==> src/design/cgm_pkg.sv <==
// cgm_pkg: shared types and constants for the cosine gallery matcher.
// No dependencies; imported by every cgm module.
`timescale 1ns / 1ps

package cgm_pkg;

   // Widths of the stream fields
   localparam int SLOT_FW  = 6;
   localparam int INDEX_FW = 9;
   localparam int VALUE_FW = 16;
   localparam int SCORE_FW = 16;
   localparam int THR_FW   = 15;

   // Q1.15 score limits
   localparam logic signed [SCORE_FW-1:0] SCORE_MIN = 16'sh8000;
   localparam logic signed [SCORE_FW-1:0] SCORE_MAX = 16'sh7FFF;
   localparam logic [THR_FW-1:0] THR_RESET = 15'd16384;

   // Extra fraction bits applied to dot^2 (2 * 15)
   localparam int FRAC2 = 30;

   localparam logic ACTION_GALLERY = 1'b0;
   localparam logic ACTION_QUERY   = 1'b1;

   typedef enum logic [2:0] {
      ST_IDLE,
      ST_SCAN,
      ST_LEN,
      ST_MAC,
      ST_NORM,
      ST_WAIT,
      ST_CMP,
      ST_OUT
   } cgm_state_type;

   typedef enum logic [2:0] {
      SC_IDLE,
      SC_MUL,
      SC_PREP,
      SC_CAND,
      SC_TEST
   } sc_state_type;

endpackage

==> src/design/cgm_score.sv <==
// cgm_score: sequential cosine score unit. Forms na*nb and dot^2 by shift-add,
// then finds floor(32768*|dot|/sqrt(na*nb)) one bit at a time. Uses cgm_pkg.
`timescale 1ns / 1ps

module cgm_score
   import cgm_pkg::*;
#(
   parameter int NW = 40
) (
   input  logic                       clock,
   input  logic                       reset,
   input  logic                       start,
   input  logic signed [NW:0]         dot,
   input  logic [NW-1:0]              na,
   input  logic [NW-1:0]              nb,
   output logic                       done,
   output logic signed [SCORE_FW-1:0] score
);

   localparam int PW = 2 * NW;
   localparam int W  = PW + FRAC2 + 3;
   localparam int KW = $clog2(NW + 1);

   sc_state_type state_ff, state_in;

   logic [KW-1:0]         k_ff, k_in;
   logic [3:0]            b_ff, b_in;
   logic [PW-1:0]         na_sh_ff, na_sh_in, ad_sh_ff, ad_sh_in;
   logic [NW-1:0]         nb_sh_ff, nb_sh_in, ad_m_ff, ad_m_in;
   logic [PW-1:0]         p_acc_ff, p_acc_in, r_acc_ff, r_acc_in;
   logic [W-1:0]          p2_ff, p2_in, r_ff, r_in, t_ff, t_in, u_ff, u_in;
   logic [W-1:0]          cand_ff, cand_in;
   logic [SCORE_FW-1:0]   m_ff, m_in;
   logic                  neg_ff, neg_in;
   logic                  done_ff, done_in;
   logic signed [SCORE_FW-1:0] score_ff, score_in;
   logic [NW:0]           ad_full;
   logic [W-1:0]          u_upd;

   assign ad_full = dot[NW] ? (NW+1)'(-dot) : (NW+1)'(dot);

   always_comb begin
      state_in = state_ff;
      unique case (state_ff)
         SC_IDLE: if (start) state_in = SC_MUL;
         SC_MUL:  if (k_ff == KW'(NW - 1)) state_in = SC_PREP;
         SC_PREP: state_in = SC_CAND;
         SC_CAND: state_in = SC_TEST;
         SC_TEST: state_in = (b_ff == 4'd0) ? SC_IDLE : SC_CAND;
         default: state_in = SC_IDLE;
      endcase
   end

   always_comb begin
      k_in     = k_ff;
      b_in     = b_ff;
      na_sh_in = na_sh_ff;
      ad_sh_in = ad_sh_ff;
      nb_sh_in = nb_sh_ff;
      ad_m_in  = ad_m_ff;
      p_acc_in = p_acc_ff;
      r_acc_in = r_acc_ff;
      p2_in    = p2_ff;
      r_in     = r_ff;
      t_in     = t_ff;
      u_in     = u_ff;
      cand_in  = cand_ff;
      m_in     = m_ff;
      neg_in   = neg_ff;
      done_in  = 1'b0;
      score_in = score_ff;
      u_upd    = u_ff;
      unique case (state_ff)
         SC_IDLE: begin
            if (start) begin
               k_in     = '0;
               na_sh_in = PW'(na);
               nb_sh_in = nb;
               // |dot| never exceeds 2^(NW-1), so NW bits hold it
               ad_m_in  = ad_full[NW-1:0];
               ad_sh_in = PW'(ad_full[NW-1:0]);
               p_acc_in = '0;
               r_acc_in = '0;
               neg_in   = dot[NW];
            end
         end
         SC_MUL: begin
            if (nb_sh_ff[0]) p_acc_in = p_acc_ff + na_sh_ff;
            if (ad_m_ff[0])  r_acc_in = r_acc_ff + ad_sh_ff;
            na_sh_in = na_sh_ff << 1;
            ad_sh_in = ad_sh_ff << 1;
            nb_sh_in = nb_sh_ff >> 1;
            ad_m_in  = ad_m_ff >> 1;
            k_in     = k_ff + KW'(1);
         end
         SC_PREP: begin
            p2_in = W'(p_acc_ff) << FRAC2;
            r_in  = W'(r_acc_ff) << FRAC2;
            t_in  = '0;
            u_in  = '0;
            m_in  = '0;
            b_in  = 4'd15;
         end
         SC_CAND: begin
            // (m + 2^b)^2 * P = T + U + P*4^b
            cand_in = t_ff + u_ff + p2_ff;
         end
         SC_TEST: begin
            if (cand_ff <= r_ff) begin
               t_in       = cand_ff;
               u_upd      = u_ff + (p2_ff << 1);
               m_in[b_ff] = 1'b1;
            end
            u_in  = u_upd >> 1;
            p2_in = p2_ff >> 2;
            b_in  = b_ff - 4'd1;
            if (b_ff == 4'd0) begin
               done_in = 1'b1;
               if (neg_ff) begin
                  score_in = $signed(-m_in);
               end else if (m_in[SCORE_FW-1]) begin
                  score_in = SCORE_MAX;
               end else begin
                  score_in = $signed(m_in);
               end
            end
         end
         default: ;
      endcase
   end

   always_ff @(posedge clock) begin
      if (reset) begin
         state_ff <= SC_IDLE;
         done_ff  <= 1'b0;
      end else begin
         state_ff <= state_in;
         done_ff  <= done_in;
      end
   end

   always_ff @(posedge clock) begin
      k_ff     <= k_in;
      b_ff     <= b_in;
      na_sh_ff <= na_sh_in;
      ad_sh_ff <= ad_sh_in;
      nb_sh_ff <= nb_sh_in;
      ad_m_ff  <= ad_m_in;
      p_acc_ff <= p_acc_in;
      r_acc_ff <= r_acc_in;
      p2_ff    <= p2_in;
      r_ff     <= r_in;
      t_ff     <= t_in;
      u_ff     <= u_in;
      cand_ff  <= cand_in;
      m_ff     <= m_in;
      neg_ff   <= neg_in;
      score_ff <= score_in;
   end

   assign done  = done_ff;
   assign score = score_ff;

endmodule

==> config.mk <==
export PLATFORM = sky130hd
export DESIGN_NAME = cgm_score
export DESIGN_NICKNAME = d
export VERILOG_FILES = /design/src/design/cgm_pkg.sv /design/src/design/cgm_score.sv
export SDC_FILE = /design/constraint.sdc
export NUM_CORES = 2
export LEC_CHECK = 0
export ABC_AREA = 1
export BUFFER_PORTS_ARGS = -buffer_cell sky130_fd_sc_hd__buf_2
export CAP_MARGIN = 10
export CORE_MARGIN = 2
export CORE_UTILIZATION = 45
export DETAILED_ROUTE_END_ITERATION = 6
export PLACE_DENSITY = 0.58
export SYNTH_ARGS = -nofsm -noshare
export SYNTH_HDL_FRONTEND = slang
export SYNTH_SLANG_ARGS = --single-unit
==> constraint.sdc <==
create_clock -name clock -period 14.2 [get_ports clock]
set_input_delay 4.26 -clock clock [delete_from_list [all_inputs] [get_ports clock]]
set_output_delay 4.26 -clock clock [all_outputs]
set_load 0.005 [all_outputs]
Word-level counts from Yosys, hierarchy flattened
Index checks and enable logic that the tools add are counted. W data, S select, Z words.

Bits in registers: 979. Input port bits: 124. Output and inout port bits: 17. Word-level logic and storage cells: 89.

Add/subtract/negate cells: 9. $lt $le $gt $ge: 3. Equal/unequal tests: 10. Mux-type cells: 34. Bitwise logic cells: 2. Reduce and logical (&&, ||, !) cells: 13.

Operators with widths (count): $pmux W113 S2 (3); $pmux W80 S2 (4); $mux W80 (5); $add A113 B113 Y113 (3); $mux W113 (2); $add A80 B80 Y80 (2); $pmux W40 S2 (2); $mux W40 (3); $le A113 B110 Y1 (1); $mux W16 (3); $neg A40 Y40 (1); $pmux W16 S2 (1); $neg A16 Y16 (1); $or A16 B16 Y16 (1); $mux W15 (1); $pmux W3 S5 (1); $pmux W6 S2 (1); $ne A2 B2 Y1 const B (5); $reduce_and A2 Y1 (5); $pmux W4 S2 (1); $add A6 B1 Y6 const B (1); $eq A3 B2 Y1 const B (2); $eq A6 B6 Y1 const B (1); $mux W3 (2); 16 further kinds (19).

Depth between registers and ports, before layout
Word-level depth: 9. Gate-level depth with buffers: 28. Gate-level depth less buffers: 27.

Worst setup path before layout
No wires, ideal clock.

Path kind: flip-flop to flip-flop. Start: register state_ff[2]. End: register b_ff[0], enable pin. Setup time: 0.613 ns. Arrival: 11.966 ns. Data required time: 13.587 ns. Slack: 1.620 ns. Cell stages (with the launch flop): 5. Buffers on the path: 1. Period minus slack after synthesis: 12.580 ns. Cell sequence: dfxtp_1 -> clkbuf_1 -> nor3_1 -> inv_1 -> nand2_1.

Longest elaborated chain between the ends: 2. Elaborated cells on any way between the ends: 3. Classes of those cells: 2 x eq/ne; 1 x reduce/logical.

Ends and longest elaborated chain: start, declared (RTL line cgm_score.sv:24) `sc_state_type state_ff, state_in;`; start signal, assigned (RTL line cgm_score.sv:137) `state_ff <= state_in;`; $eq A3 B3 Y1 or $eq A3 B2 Y1 (tied branches) (RTL line cgm_score.sv:73) `unique case (state_ff)`; $reduce_bool A2 Y1 (no line) (*); end signal, assigned (RTL line cgm_score.sv:144) `b_ff <= b_in;`; end, declared (RTL line cgm_score.sv:27) `logic [3:0] b_ff, b_in;`.

Every way passes the cells marked *; elsewhere a longest branch is shown, timed or not. A chain may end at the register's enable or synchronous reset.

Final worst setup path
Start: input port start. End: register p_acc_ff[78], enable pin.

Longest elaborated chain between the ends: 2.

Ends and longest elaborated chain: start, declared (RTL line cgm_score.sv:12) `input logic start,`; $ne A2 B2 Y1 (no line); $reduce_and A3 Y1 (no line); end signal, assigned (RTL line cgm_score.sv:149) `p_acc_ff <= p_acc_in;`; end, declared (RTL line cgm_score.sv:30) `logic [PW-1:0] p_acc_ff, p_acc_in, r_acc_ff, r_acc_in;`.

No other way between the ends.

==> results.cfg <==
[die]
io_pins = 141
start_util_pct = 45.2
die_x_um = 402
core_area_sq_um = 158000
die_h_um = 402
die_area_sq_um = 162000
rows = 146

[cts]
cts-root-buf = clkbuf_16
ctsLongestPathBuffers = 3
clkSlewWorstSetupHoldPaths_ns = 0.06
cts_tree = yes
cts_buffers = 115
clk_latency_ns = 0.78
cts_hold_buffers = 0
h-tree-depth = 3
cts_setup_buffers = 0
ctsResizeCount = 0
clock_sinks = 975

[power_and_ir_drop]
p_per_area_nw_per_um2 = 239
ir_drop_mv = 0.169
leakage_uw = 0.0330

[timing]
fmax_mhz = 158
fin_crit_ns = 6.33
fin_tns_setup_ns = 0
max_slew_margin_pct = 26.7
max_slew.worst_pin.slew_ns = 1.09
final_hold_viol_count = 0
finalCritPeriodShare_pct = 44.6
rsz0062_at_grt = no
drv_slew = 0
skew_ns = 0.0577
setup_viol = 0

[yosys]
synth-compound-area-share_pct = 16.7
syn-cell-area_sq_um = 71400
yosysWarningCount = 0
ys_ff_latch = 975
postSynth.asyncResetShare_pct = 0
syn_avg_cell_area_sq_um = 7.84
netlist_top_cells_count = nand2_1, inv_1, nor2_1
synthTopCellsByArea = edfxtp_1, nand2_1, ha_1
synthesis.nets = 9810
synth_top_cell_area_share_pct = 40.9
synth_fa_ha_area_share_pct = 11.4
synth-xor-area-share_pct = 2.33
ys.flop_type = edfxtp_1
yosysMostFrequentCell = nand2_1
synth_cell_types = 60
synthSimpleGateAreaFrac_pct = 19.7
synth_top_family_by_area = simple AND/OR/NAND/NOR gates
syn_inst = 9104
synth_edf_count = 971
synth_top_area_cell = edfxtp_1
ys_seq_area_share_pct = 41.0
synthMuxAreaShare_pct = 0

[placement]
globalplace.congestion = 1.08
dp.cells = 11200
dp_hpwl_um = 239000
portBuffers = 140

[worst_setup_path]
rr_worst_depth = 11
cp_max_fo = 95
critPathCaptureType = register
worstSetupPathType = in -> reg
endpoint = p_acc_ff[78]
r2r-end = t_ff[26]
worstReg2RegStart = cand_ff[47]
cp.required_ns = 14.60
worstPathArrival_ns = 6.73
crit_path_start = start
reg2reg_slack_ns = 9.33
start_kind = primary input

[final_layout]
diodes = 0
drive_gt1_share_pct = 4.73
fillCellCount = 15700
nets = 9962
syn2layout_area_growth_pct = 9.63
fin_cells = 11400
final_util_pct = 49.5

[detailed_routing]
drt_iter0_drc = 6141
ant_nets = 0
vias = 64200
drc = 0
vias_per_cell = 5.62
wl_um = 288000
wl_per_cell_um = 25.2
firstDrtPassIters = 6

[hold_path]
min_path_type = reg -> reg

[run]
max-cap-violations = 0

[grt]
grt_pass1_wl_um = 416000
grt_max_degree = 170
overflow = 0
grt.total_usage_pct = 35.0
antenna_found_initial = 12
grt_pass1_vias = 62400

[outcome]
outcome = complete, no violations
## cells in the final DEF, fill, tap and decap left out, drive strengths merged, types with 14 or more instances in the layout
cell type,instances
nand4,53
xor2,102
nor4,40
clkbuf,139
clkinvlp,16
ha,468
o211ai,28
nand3,184
a31oi,161
o21ai,693
a21o,58
o21bai,34
a21oi,994
a21boi,25
edfxtp,971
buf,171
inv,1547
o21a,90
nor3,79
o2111ai,14
xnor2,88
nor2,1376
nand2,1755
fa,114
clkinv,37
## registers in the layout (all words and copies together) (netlist names)
| name | count |
|---|---|
| r_ff | 80 |
| m_ff | 16 |
| k_ff | 6 |
| score | 16 |
| u_ff | 112 |
| done | 1 |
| t_ff | 113 |
| ad_sh_ff | 80 |
| nb_sh_ff | 40 |
| cand_ff | 113 |
| neg_ff | 1 |
| r_acc_ff | 80 |
| na_sh_ff | 80 |
| ad_m_ff | 40 |
| p_acc_ff | 80 |
| state_ff | 3 |
| p2_ff | 110 |
| b_ff | 4 |
## cell families after synthesis
group,after synthesis
compound gates,2154
xor+xnor,190
flops,975
simple gates,3526
buf+inv,1677
fa+ha+maj,582
## layer usage
metal / GRT usage (%) / up-vias / wire length [um]
li1: - / 30700 / -
met1: 45.7 / 30600 / 120000
met2: 55.9 / 2351 / 129000
met3: 5.25 / 535 / 20200
met4: 19.4 / 8 / 18800
met5: 0 / - / 53
## stage by stage
stage | cell area [sq um] | hold slack, ns | power (uW) | setup slack (ns)
floorplan | 71400 | 0.431 | 11800 | 1.62
CTS | 78300 | 0.424 | 18500 | 7.82
global placement | 74500 | 0.446 | 15400 | 7.05
global route | 78300 | 0.469 | 19900 | 7.62
finish | 78300 | 0.448 | 18700 | 7.87
detailed placement | 74500 | 0.453 | 15500 | 6.98
## final cells by class
type / count / area, sq um / area share, %
clock buffers: 139 / 2990 / 3.82
well taps: 2072 / 2590 / 3.31
inverters: 1541 / 5810 / 7.42
multi-input cells: 6452 / 35900 / 45.8
flip-flops and latches: 975 / 29200 / 37.4
repair buffers: 171 / 996 / 1.27
clock inverters: 71 / 758 / 0.969
## how the worst min path moves through the flow
stage / start / to / slack, ns / depth (start not counted)
after floorplan: r_acc_ff[70] / r_ff[100] / 0.43 / 0
after global routing: r_acc_ff[70] / r_ff[100] / 0.47 / 0
after CTS: r_acc_ff[70] / r_ff[100] / 0.42 / 0
after detailed placement: r_acc_ff[72] / r_ff[102] / 0.45 / 0
final: r_acc_ff[70] / r_ff[100] / 0.45 / 0
after global placement: r_acc_ff[60] / r_ff[90] / 0.45 / 0
## worst max-delay path: stages
cell	delay (ns)
buf_2	0.12
inv_1	0.04
nor2_1	0.16
nor2_1	0.15
inv_8	0.53
o21ai_0	0.24
clkinv_2	0.47
buf_4	0.64
## power by group
group	leakage (uW)	internal (uW)	switching, uW
clock	0.00177	1720	1310
combinational	0.0220	2880	7180
sequential	0.00929	4660	970
No activity file was read; power rests on OpenSTA's default activity.
